`src/rtl/trae_pkg.sv`:
```
// Shared types, constants and helpers for the transport receiver ack engine.
`default_nettype none

package trae_pkg;

  localparam int NUM_FLOWS_DEF = 16;
  localparam int SEQ_SPACE_DEF = 1024;

  localparam int FLOW_W = 4;
  localparam int NODE_W = 8;
  localparam int SEQ_W  = 10;
  localparam int TIME_W = 32;
  localparam int ACKN_W = 11;
  localparam int SIZE_W = 16;
  localparam int WORD_W = 64;
  localparam int BIT_W  = 6;

  // Configuration register map
  localparam int CFG_AW = 5;
  localparam logic [2:0] REG_HOST_ID      = 3'd0;
  localparam logic [2:0] REG_RESEND_DELAY = 3'd1;
  localparam logic [2:0] REG_SYN_BYTES    = 3'd2;
  localparam logic [2:0] REG_FIN_BYTES    = 3'd3;
  localparam logic [2:0] REG_ACK_BYTES    = 3'd4;

  localparam logic [7:0]  HOST_ID_RST      = 8'd0;
  localparam logic [15:0] RESEND_DELAY_RST = 16'd500;
  localparam logic [15:0] SYN_BYTES_RST    = 16'd64;
  localparam logic [15:0] FIN_BYTES_RST    = 16'd64;
  localparam logic [15:0] ACK_BYTES_RST    = 16'd64;

  typedef enum logic [1:0] {
    PH_NONE, PH_DATA, PH_FIN, PH_DONE
  } phase_t;

  typedef enum logic [1:0] {
    K_ACK, K_SYNACK, K_FIN, K_FINACK
  } kind_t;

  typedef enum logic [2:0] {
    OP_NONE, OP_TIMEOUT, OP_SYNACK, OP_SET_DONE, OP_FIN_PAIR, OP_FINACK, OP_DATA
  } op_t;

  typedef enum logic [2:0] {
    ST_CLEAR, ST_IDLE, ST_READ, ST_DECIDE, ST_SCAN, ST_FINACK
  } state_t;

  typedef struct packed {
    logic   load;
    logic   clr;
    logic   map_rd;
    logic   map_set;
    logic   scan_start;
    logic   scan_step;
    logic   phase_wr;
    phase_t phase_val;
    logic   emit;
    kind_t  kind;
    logic   last;
  } cmd_t;

  typedef struct packed {
    op_t  op;
    logic scan_done;
    logic clr_done;
  } sts_t;

  // Index of the lowest clear bit; isolate it, then encode with independent ORs.
  function automatic logic [BIT_W-1:0] first_zero(input logic [WORD_W-1:0] w);
    logic [WORD_W-1:0] inv;
    logic [WORD_W-1:0] low;
    logic [BIT_W-1:0]  idx;
    inv = ~w;
    low = inv & (~inv + {{(WORD_W-1){1'b0}}, 1'b1});
    idx = '0;
    for (int k = 0; k < BIT_W; k++) begin
      for (int b = 0; b < WORD_W; b++) begin
        if (b[k]) begin
          idx[k] = idx[k] | low[b];
        end
      end
    end
    return idx;
  endfunction

endpackage

`default_nettype wire

```
`src/rtl/trae_ctrl.sv`:
```
// Controller state machine: sequences clearing, lookup, update, scan and replies.
`default_nettype none

module trae_ctrl (
  input  wire logic            clk,
  input  wire logic            rst_n,
  input  wire logic            start,
  output logic                 busy,
  input  wire trae_pkg::sts_t  sts,
  output trae_pkg::cmd_t       cmd
);

  trae_pkg::state_t state_r;
  trae_pkg::state_t state_nxt;

  always_ff @(posedge clk) begin
    if (!rst_n) begin
      state_r <= trae_pkg::ST_CLEAR;
    end else begin
      state_r <= state_nxt;
    end
  end

  // Next state
  always_comb begin
    state_nxt = state_r;
    case (state_r)
      trae_pkg::ST_CLEAR: begin
        if (sts.clr_done) state_nxt = trae_pkg::ST_IDLE;
      end
      trae_pkg::ST_IDLE: begin
        if (start) state_nxt = trae_pkg::ST_READ;
      end
      trae_pkg::ST_READ: begin
        state_nxt = trae_pkg::ST_DECIDE;
      end
      trae_pkg::ST_DECIDE: begin
        case (sts.op)
          trae_pkg::OP_FIN_PAIR: state_nxt = trae_pkg::ST_FINACK;
          trae_pkg::OP_DATA:     state_nxt = trae_pkg::ST_SCAN;
          default:               state_nxt = trae_pkg::ST_IDLE;
        endcase
      end
      trae_pkg::ST_SCAN: begin
        if (sts.scan_done) state_nxt = trae_pkg::ST_IDLE;
      end
      trae_pkg::ST_FINACK: begin
        state_nxt = trae_pkg::ST_IDLE;
      end
      default: state_nxt = trae_pkg::ST_IDLE;
    endcase
  end

  // Outputs
  always_comb begin
    cmd           = '0;
    cmd.phase_val = trae_pkg::PH_NONE;
    cmd.kind      = trae_pkg::K_ACK;
    busy          = (state_r != trae_pkg::ST_IDLE);
    case (state_r)
      trae_pkg::ST_CLEAR: begin
        cmd.clr = 1'b1;
      end
      trae_pkg::ST_IDLE: begin
        cmd.load = start;
      end
      trae_pkg::ST_READ: begin
        cmd.map_rd = 1'b1;
      end
      trae_pkg::ST_DECIDE: begin
        case (sts.op)
          trae_pkg::OP_TIMEOUT: begin
            cmd.emit = 1'b1;
            cmd.kind = trae_pkg::K_FIN;
            cmd.last = 1'b1;
          end
          trae_pkg::OP_SYNACK: begin
            cmd.phase_wr  = 1'b1;
            cmd.phase_val = trae_pkg::PH_DATA;
            cmd.emit      = 1'b1;
            cmd.kind      = trae_pkg::K_SYNACK;
            cmd.last      = 1'b1;
          end
          trae_pkg::OP_SET_DONE: begin
            cmd.phase_wr  = 1'b1;
            cmd.phase_val = trae_pkg::PH_DONE;
          end
          trae_pkg::OP_FIN_PAIR: begin
            cmd.phase_wr  = 1'b1;
            cmd.phase_val = trae_pkg::PH_FIN;
            cmd.emit      = 1'b1;
            cmd.kind      = trae_pkg::K_FIN;
          end
          trae_pkg::OP_FINACK: begin
            cmd.emit = 1'b1;
            cmd.kind = trae_pkg::K_FINACK;
            cmd.last = 1'b1;
          end
          trae_pkg::OP_DATA: begin
            cmd.map_set    = 1'b1;
            cmd.scan_start = 1'b1;
          end
          default: ;
        endcase
      end
      trae_pkg::ST_SCAN: begin
        cmd.scan_step = 1'b1;
        if (sts.scan_done) begin
          cmd.emit = 1'b1;
          cmd.kind = trae_pkg::K_ACK;
          cmd.last = 1'b1;
        end
      end
      trae_pkg::ST_FINACK: begin
        cmd.emit = 1'b1;
        cmd.kind = trae_pkg::K_FINACK;
        cmd.last = 1'b1;
      end
      default: ;
    endcase
  end

endmodule

`default_nettype wire

```
`config.mk`:
```
export PLATFORM = sky130hd
export DESIGN_NAME = trae_ctrl
export DESIGN_NICKNAME = d
export VERILOG_FILES = /design/src/rtl/trae_pkg.sv /design/src/rtl/trae_ctrl.sv
export SDC_FILE = /design/constraint.sdc
export NUM_CORES = 1
export LEC_CHECK = 0
export ABC_AREA = 1
export BUFFER_PORTS_ARGS = -buffer_cell sky130_fd_sc_hd__clkbuf_2
export CAP_MARGIN = 20
export CORE_AREA = 2 2 39 41
export CTS_CLUSTER_SIZE = 16
export DETAILED_ROUTE_END_ITERATION = 16
export DIE_AREA = 0 0 41 43
export MAX_ROUTING_LAYER = met4
export SKIP_CTS_REPAIR_TIMING = 1
export SYNTH_ARGS = -nofsm -noshare
export SYNTH_HDL_FRONTEND = slang
export SYNTH_SLANG_ARGS = --single-unit
```
`constraint.sdc`:
```
create_clock -name clk -period 1.2 [get_ports clk]
set_input_delay 0.24 -clock clk [delete_from_list [all_inputs] [get_ports clk]]
set_output_delay 0.24 -clock clk [all_outputs]
set_load 0.005 [all_outputs]
```
# --- After elaboration in Yosys (flattened, before gate mapping) ---
# Cells that the tools add are included.
classes:
  shifts: 0
  n_eq_ne: 15
  bitwise_logic: 0
  muxes: 17
  magnitude_cmp: 0
  div: 0
  reduce_logical: 4
  addsub: 0
  mul: 0
op_table:
  columns: ["op", "n"]
  rows:
  - ["$pmux W3 S3", 2]
  - ["$eq A3 B3 Y1 const B", 5]
  - ["$pmux W3 S5", 1]
  - ["$eq A3 B2 Y1 const B", 4]
  - ["$mux W3", 4]
  - ["$pmux W4 S3", 1]
  - ["$eq A3 B1 Y1 const B", 2]
  - ["$ne A2 B2 Y1 const B", 3]
  - ["$pmux W3 S2", 1]
  - ["$mux W1", 5]
  - ["$mux W2", 2]
  - ["$mux W4", 1]
  - ["$logic_not A3 Y1", 1]
  - ["$ne A3 B1 Y1 const B", 1]
  - ["$reduce_and A3 Y1", 1]
  - ["$reduce_or A3 Y1", 1]
  - ["$reduce_or A2 Y1", 1]
totals:
  inputBits: 8
  output_inout_bits: 14
  romBits: 0
  latch_bits: 0
  ramBits: 0
  memories: 0
  wordCells: 37
  register_bits: 3

# --- Longest topological paths before layout ---
# Gate-level depths: netlist of the first run.
depth:
  depth_word: 4
  depth_mapped: 6
  ltp_nobuf: 6

# --- Worst setup path after synthesis of the first run ---
# OpenSTA, ideal clock, no wires.
synth_path:
  path_kind: "flip-flop to output port"
  start: "register state_r[0]"
  end: "output port cmd[9] (netlist bit)"
  path_stages_with_launch: 6
  slack_ps: 11
  path_buffers: 1
  required_time_ps: 960
  arrival_time_ps: 949
  cell_sequence: "dfxtp_1 > nand2_2 > nor2_4 > inv_2 > nor2_1 > buf_4"
synth_lines:
  columns: ["element", "line_no", "source"]
  rows:
  - ["start: declaration", "trae_ctrl.sv:13", "trae_pkg::state_t state_r;"]
  - ["start signal: assignment", "trae_ctrl.sv:18", "state_r <= trae_pkg::ST_CLEAR;"]
  - ["start signal: assignment", "trae_ctrl.sv:20", "state_r <= state_nxt;"]
  - ["end: declaration", "trae_ctrl.sv:10", "output trae_pkg::cmd_t cmd"]

==> results of run 1 <==
-- per-layer routing --
metal	vias to the layer above	GRT usage, %
met5	-	-
met4	0	8.00
met3	2	3.14
met2	5	16.9
met1	235	13.5
li1	254	-
-- worst max path at each step --
| stage | startpoint | endpoint | slack, ps | cells past startpoint |
|---|---|---|---|---|
| finish | state_r[1] | cmd[5] | -180 | 6 |
| CTS | state_r[0] | cmd[7] | -240 | 5 |
| global route | state_r[1] | cmd[5] | -250 | 6 |
| global placement | state_r[0] | cmd[7] | 30 | 5 |
| detailed placement | state_r[0] | cmd[7] | 20 | 5 |
| floorplan | state_r[0] | cmd[9] | 10 | 5 |
-- synthesized netlist by cell type --
cell type	instances
nand3_1	12
nor2_1	11
inv_1	10
nand2_1	5
a21oi_1	3
dfxtp_1	3
o21ai_0	3
inv_2	2
nor2_4	2
nor3_1	2
o21ai_1	2
buf_4	1
nand2_2	1
o2bb2ai_2	1
-- logic make-up (layout without fill, tap and decap cells) --
| logic type | count (synthesis) | in the layout | synth area share, % |
|---|---|---|---|
| AOI/OAI and AO/OA | 9 | 9 | 16.9 |
| buffers and inverters | 13 | 47 | 16.1 |
| DFF | 3 | 3 | 18.4 |
| and+or+nand+nor | 33 | 33 | 48.7 |
-- power groups by stage --
stage / clock network [mW] / registers [mW] / logic [mW]
2_1_floorplan: 0 / 0.121 / 0.0725
3_3_place_gp: 0 / 0.118 / 0.160
3_5_place_dp: 0 / 0.119 / 0.160
4_1_cts: 0.179 / 0.117 / 0.161
5_1_grt: 0.193 / 0.122 / 0.232
6_report: 0.178 / 0.120 / 0.211
-- area by class of cell --
| type | count | area, sq um | area share (%) |
|---|---|---|---|
| clock buffer | 4 | 26.3 | 4.20 |
| inverter | 12 | 45.0 | 7.20 |
| multi-input combinational | 42 | 272 | 43.4 |
| sequential | 3 | 71.3 | 11.4 |
| tap | 16 | 20.0 | 3.20 |
| timing repair buffer | 31 | 191 | 30.6 |
-- stage by stage --
step	hold WS, ps	instance area, sq um
floorplan	372	327
detailed placement	493	512
global route	244	626
finish	233	626
CTS	250	538
global placement	488	512
-- worst reg2reg max path, cell delays in order, from the launching register on --
cell and delay [ps]:
dfxtp_4 360, buf_4 130, nor2_4 40, buf_4 130
buf_6 110, nand3_4 50, nand3_2 70, nor2_1 100
nor2_1 50
==> metrics.yaml, run 1 <==
drive_above_1_share_pct: 56.5
htreeDepth: 1
area_growth_pct: 91.6
skew_ps: 0.319
crit_type: "reg -> out"
min_to: "state_r[0]"
p_switching_uw: 171
p_comb_share_pct: 41.4
path_clk_slew_ps: 40
worstSetupStartpointType: "flip-flop"
diodes: 0
setup_violations: 14
hold_depth: 3
wl_met2_microns: 573
ys_ff_latch: 3
clockPowerShare_pct: 35.0
fin_total_pwr_uw: 509
fin_crit_sh_pct: 115
final_nets: 101
rsz0062_at_grt: "true"
track_usage_pct: 11.7
worst_ir_drop_vdd_mv: 0.397
final_cell_mix: "clkbuf_2 (16), inv_1 (9), nand3_1 (9)"
cts_sinks: 3
slew_viol_final: 0
critPathMaxStageDelay_ps: 360
rr_worst_depth: 8
dieArea_sq_mm: 0.00176
netlist.area_leader.share_pct: 18.4
core_sq_mm: 0.00138
gp_congestion: 0.855
tritoncts: "built"
crit_required_ps: 960
vias: 496
violations: "setup timing"
grt-ovfl-total: 0
wl_met1_microns: 393
cp_slowest_cell: "dfxtp_4"
wl_microns: 999
fin_util_pct: 45.2
fmax_mhz: 725
grt_pass1_vias: 388
p_int_uw: 338
numCtsBuffers: 3
crit_chain: "nand2_4 > nor2_4 > inv_2 > nor2_4 > o2bb2ai_2 > clkbuf_2"
wire_per_inst_microns: 9.25
relSlewSlack_pct: 89.5
endpoint_kind: "output port"
synth.cell_area_sq_um: 327
power_leakage_nw: 0.346
grt_pass1_wl_microns: 1370
worstReg2RegEnd: "state_r[0]"
synth_cell_types: 14
hold_violations: 0
period_minus_slack_ps: 1380
syn_avg_cell_area_sq_um: 5.63
syn_nets: 66
antenna_left: 0
yosys_warnings: 0
root_buffer: "clkbuf_4"
dp.cells: 103
drtPass1Iterations: 4
antenna_found_initial: 0
cp_num_buf_inv: 2
switching_share_pct: 33.6
rr_startpoint: "state_r[0]"
r2r_setup_slack_ps: 70
fill_cells: 147
cp.arrival_ps: 1140
viasPerCell: 4.59
crit_fanout: 6
cts_buffer_depth: 2
netlist.top_cell.by_area: "dfxtp_1"
tns_ps: -1570
regMostFlops: "state_r"
maxUsedRoutingLayer: "met4"
worstHoldPathType: "in -> reg"
ys_top_cells_by_area: "dfxtp_1 (18%), nand3_1 (18%), nor2_1 (13%)"
grt_max_degree: 7
start_util_pct: 23.6
powerDensity_mw_per_mm2: 814
synthCells: 58
setup_slack_ps: -179
fin_cells: 108
largest_reg_flops: 3
clock_latency_ps: 230
status: "finished with violations"
crit_top_cell: "nor2_4"
critPathTopFamily: "flip-flops"
dp_slack_ps: 17.9
cap_viol_max_count: 0
seqPwrFrac_pct: 23.5
dieWidth_microns: 41
layout_commonest_cell: "clkbuf_2"
synth-seq-area-share_pct: 18.4
drc_errors: 0
tightest_slew_ps: 156
row_count: 14
top_regs: "state_r x3"
dr.first_iter.drc_count: 4
wl_met3_microns: 21
ios: 22
fp.dieH_microns: 43
hpwlAfterDp_microns: 773
worstHoldStart: "rst_n"
port_buffers: 21
(Power assumes the default switching activity.)
==> run 2: changes to the inputs <==
--- a/config.mk
+++ b/config.mk
@@ -8,10 +8,9 @@
 export ABC_AREA = 1
 export BUFFER_PORTS_ARGS = -buffer_cell sky130_fd_sc_hd__clkbuf_2
 export CAP_MARGIN = 20
-export CORE_AREA = 2 2 39 41
-export CTS_CLUSTER_SIZE = 16
+export CORE_AREA = 10 10 47 49
 export DETAILED_ROUTE_END_ITERATION = 16
-export DIE_AREA = 0 0 41 43
+export DIE_AREA = 0 0 57 59
 export MAX_ROUTING_LAYER = met4
 export SKIP_CTS_REPAIR_TIMING = 1
 export SYNTH_ARGS = -nofsm -noshare
==> metrics.yaml, run 2 (same netlist as run 1, synthesis figures left out) <==
fmax_mhz: 712
dr.first_iter.drc_count: 10
antenna_found_initial: 0
tritoncts: "built"
track_usage_pct: 6.58
largest_reg_flops: 3
numCtsBuffers: 3
final_nets: 99
vias: 472
grt_max_degree: 7
design_area_sq_um: 578
relSlewSlack_pct: 89.0
drc_errors: 0
hold_violations: 0
dieWidth_microns: 57
top_regs: "state_r x3"
htreeDepth: 1
cts_buffer_depth: 2
core_sq_mm: 0.00140
cts_sinks: 3
endpoint_kind: "output port"
fp.dieH_microns: 59
grt_pass1_vias: 445
final_cell_mix: "clkbuf_2 (17), nand3_1 (12), inv_1 (8)"
setup_slack_ps: -204
cp.arrival_ps: 1160
cap_viol_max_count: 0
tightest_slew_ps: 164
gp_congestion: 0.775
crit_required_ps: 960
crit_fanout: 6
diodes: 0
wl_microns: 1120
row_count: 14
worstSetupStartpointType: "flip-flop"
wire_per_inst_microns: 10.6
path_clk_slew_ps: 30
dpl-instance-area_sq_um: 497
power_leakage_nw: 0.311
drtPass1Iterations: 4
fin_crit_sh_pct: 117
violations: "setup timing"
start_util_pct: 23.3
setup_violations: 14
crit_type: "reg -> out"
grt_pass1_wl_microns: 1840
regMostFlops: "state_r"
grt-ovfl-total: 0
hpwlAfterDp_microns: 924
layout_commonest_cell: "clkbuf_2"
status: "finished with violations"
worst_ir_drop_vdd_mv: 0.653
tns_ps: -1800
ios: 22
powerDensity_mw_per_mm2: 828
root_buffer: "clkbuf_4"
worstHoldPathType: "in -> reg"
fin_total_pwr_uw: 479
slew_viol_final: 0
viasPerCell: 4.45
dieArea_sq_mm: 0.00336
area_growth_pct: 77.0
fin_util_pct: 41.3
clock_latency_ps: 230
rsz0062_at_grt: "true"
period_minus_slack_ps: 1400
port_buffers: 21
drive_above_1_share_pct: 55.6
skew_ps: 1.98
antenna_left: 0
run 2: changes by cell type in the layout (fill, tap and decap cells not counted), moves of 2 or more:
cell,previous run,this run
inv_4,0,2
buf_6,3,1
nand3_2,2,0
dfxtp_2,0,3
nor2_1,8,6
nor2_2,0,2
nand3_1,9,12
dfxtp_4,3,0
run 2: final timing paths:
| kind | startpoint | to | slack, ps | cells after the start |
|---|---|---|---|---|
| min reg2reg | state_r[2] | state_r[2] | 600 | 3 |
| max | state_r[0] | cmd[5] | -200 | 6 |
| max reg2reg | state_r[0] | state_r[0] | 160 | 8 |
| min | rst_n | state_r[2] | 240 | 3 |
run 2: stage by stage:
step / setup slack (ps) / hold slack [ps] / instances
after CTS: -238 / 240 / 105
after global placement: 19.8 / 487 / 101
after floorplan: 10.5 / 372 / 58
after detailed placement: 14.3 / 481 / 101
final: -204 / 239 / 106
after global routing: -274 / 233 / 106
run 2: per-layer routing:
layer	share of wire, %	track usage [%]	vias to the layer above
met5	0	-	-
met4	0	0	0
met3	11	4.51	0
met2	45	9.92	19
met1	44	7.49	201
li1	-	-	252
run 2: power breakdown:
| part | internal (mW) | total [mW] | switching [mW] |
|---|---|---|---|
| registers | 0.110 | 0.116 | 0.00614 |
| clock network | 0.124 | 0.174 | 0.0493 |
| logic | 0.0855 | 0.188 | 0.103 |
run 2: critical path, stage by stage, from the launching register on:
cell       delay [ps]
dfxtp_2           330
nand2_2            70
nor2_4            160
inv_4              70
nor2_4             90
o2bb2ai_2          90
buf_2             120
run 2: area by class of cell:
cell class | instances | area [sq um]
fill | 163 | 823
tap | 16 | 20.0
inverter | 12 | 50.0
multi-input combinational | 42 | 249
clock buffer | 4 | 26.3
sequential | 3 | 63.8
timing repair buffer | 29 | 169
==> run 3: changes to the inputs <==
--- a/config.mk
+++ b/config.mk
@@ -8,10 +8,13 @@
 export ABC_AREA = 1
 export BUFFER_PORTS_ARGS = -buffer_cell sky130_fd_sc_hd__clkbuf_2
 export CAP_MARGIN = 20
-export CORE_AREA = 10 10 47 49
+export CELL_PAD_IN_SITES_DETAIL_PLACEMENT = 1
+export CELL_PAD_IN_SITES_GLOBAL_PLACEMENT = 2
+export CORE_MARGIN = 10
+export CORE_UTILIZATION = 18
 export DETAILED_ROUTE_END_ITERATION = 16
-export DIE_AREA = 0 0 57 59
 export MAX_ROUTING_LAYER = met4
+export PLACE_DENSITY_LB_ADDON = 0.1
 export SKIP_CTS_REPAIR_TIMING = 1
 export SYNTH_ARGS = -nofsm -noshare
 export SYNTH_HDL_FRONTEND = slang
==> constraint.sdc (replaced) <==
create_clock -name clk -period 1.7 [get_ports clk]
set_input_delay 0.34 -clock clk [delete_from_list [all_inputs] [get_ports clk]]
set_output_delay 0.34 -clock clk [all_outputs]
set_load 0.005 [all_outputs]
==> metrics.yaml, run 3 (same netlist as run 1, synthesis figures left out) <==
dr.first_iter.drc_count: 4
area_growth_pct: 48.7
power_leakage_nw: 0.265
top_regs: "state_r x3"
crit_fanout: 7
powerDensity_mw_per_mm2: 617
crit_chain: "nand2_2 > nor2_4 > inv_2 > nor2_4 > o2bb2ai_2 > clkbuf_2"
fin_crit_sh_pct: 91.6
drtPass1Iterations: 4
regMostFlops: "state_r"
tns_ps: 0
worst_ir_drop_vdd_mv: 0.367
endpoint_kind: "output port"
cap_viol_max_count: 0
antenna_found_initial: 0
root_buffer: "clkbuf_4"
final_nets: 91
grt_max_degree: 8
dieWidth_microns: 62.6
wire_per_inst_microns: 11.1
status: "finished, final reports clean"
drive_above_1_share_pct: 40.2
grt-ovfl-total: 0
fp.dieH_microns: 62.6
fmax_mhz: 642
path_clk_slew_ps: 40
tritoncts: "built"
grt_pass1_vias: 439
ios: 22
drc_errors: 0
relSlewSlack_pct: 84.6
crit_type: "reg -> out"
hold_violations: 0
numCtsBuffers: 3
rsz0062_at_grt: "false"
setup_slack_ps: 143
clock_latency_ps: 230
cp.arrival_ps: 1220
tightest_slew_ps: 229
track_usage_pct: 6.55
crit_top_cell: "nor2_4"
period_minus_slack_ps: 1560
dp_slack_ps: 186
grt_pass1_wl_microns: 2060
start_util_pct: 18.9
final_cell_mix: "clkbuf_2 (21), nand3_1 (12), nor2_1 (11)"
critPathMaxStageDelay_ps: 380
slew_viol_final: 0
port_buffers: 21
setup_violations: 0
critPathTopFamily: "flip-flops"
vias: 423
row_count: 15
fin_total_pwr_uw: 300
cp_slowest_cell: "dfxtp_2"
gp_congestion: 0.725
wl_microns: 1190
cp_num_buf_inv: 2
skew_ps: 4.61
cts_sinks: 3
hpwlAfterDp_microns: 1060
core_sq_mm: 0.00173
largest_reg_flops: 3
diodes: 0
viasPerCell: 3.95
crit_required_ps: 1360
dieArea_sq_mm: 0.00392
worstHoldPathType: "in -> reg"
worstSetupStartpointType: "flip-flop"
htreeDepth: 1
cts_buffer_depth: 2
antenna_left: 0
layout_commonest_cell: "clkbuf_2"
[run 3: cell types whose count changed in the layout (fill, tap and decap cells not counted), sizes merged]
cell / previous run / this run
clkbuf: 21 / 25
buf: 12 / 0
[run 3: final cells by class]
class / count / area, sq um
Multi-Input combinational cell: 42 / 214
Sequential cell: 3 / 63.8
Tap cell: 25 / 31.3
Clock buffer: 4 / 26.3
Fill cell: 254 / 1240
Timing Repair Buffer: 21 / 105
Inverter: 12 / 45.0
[run 3: final timing paths]
path	start	endpoint	slack, ps	depth (start not counted)
setup / recovery	state_r[0]	cmd[5]	140	6
hold / removal	rst_n	state_r[0]	340	3
setup reg to reg	state_r[0]	state_r[0]	690	5
hold reg to reg	state_r[0]	state_r[0]	580	3
[run 3: worst min-delay path, stage by stage]
cell and delay (ps):
clkbuf_2 90, nand3_1 70, nor2_1 40
[run 3: power by group]
part | total (mW) | internal, mW | switching [mW] | leakage [nW]
Clock | 0.125 | 0.0880 | 0.0374 | 0.0150
Combinational | 0.0863 | 0.0346 | 0.0517 | 0.224
Sequential | 0.0879 | 0.0779 | 0.00997 | 0.0258
Total | 0.300 | 0.200 | 0.0990 | 0.265
[run 3: stage by stage]
step | hold slack (ps) | util, % | instance area [sq um] | cells
2_1_floorplan | 472 | - | 327 | 58
3_3_place_gp | 596 | 26.4 | 455 | 103
3_5_place_dp | 596 | 26.4 | 455 | 103
4_1_cts | 345 | 27.9 | 482 | 107
5_1_grt | 341 | 28.1 | 485 | 107
6_report | 343 | 28.1 | 485 | 107
[run 3: metal layers]
layer / routed length (microns) / vias to the layer above / global-route usage [%]
li1: - / 233 / -
met1: 570 / 181 / 7.76
met2: 550 / 9 / 9.23
met3: 67 / 0 / 3.76
met4: 0 / 0 / 1.68
met5: 0 / - / -
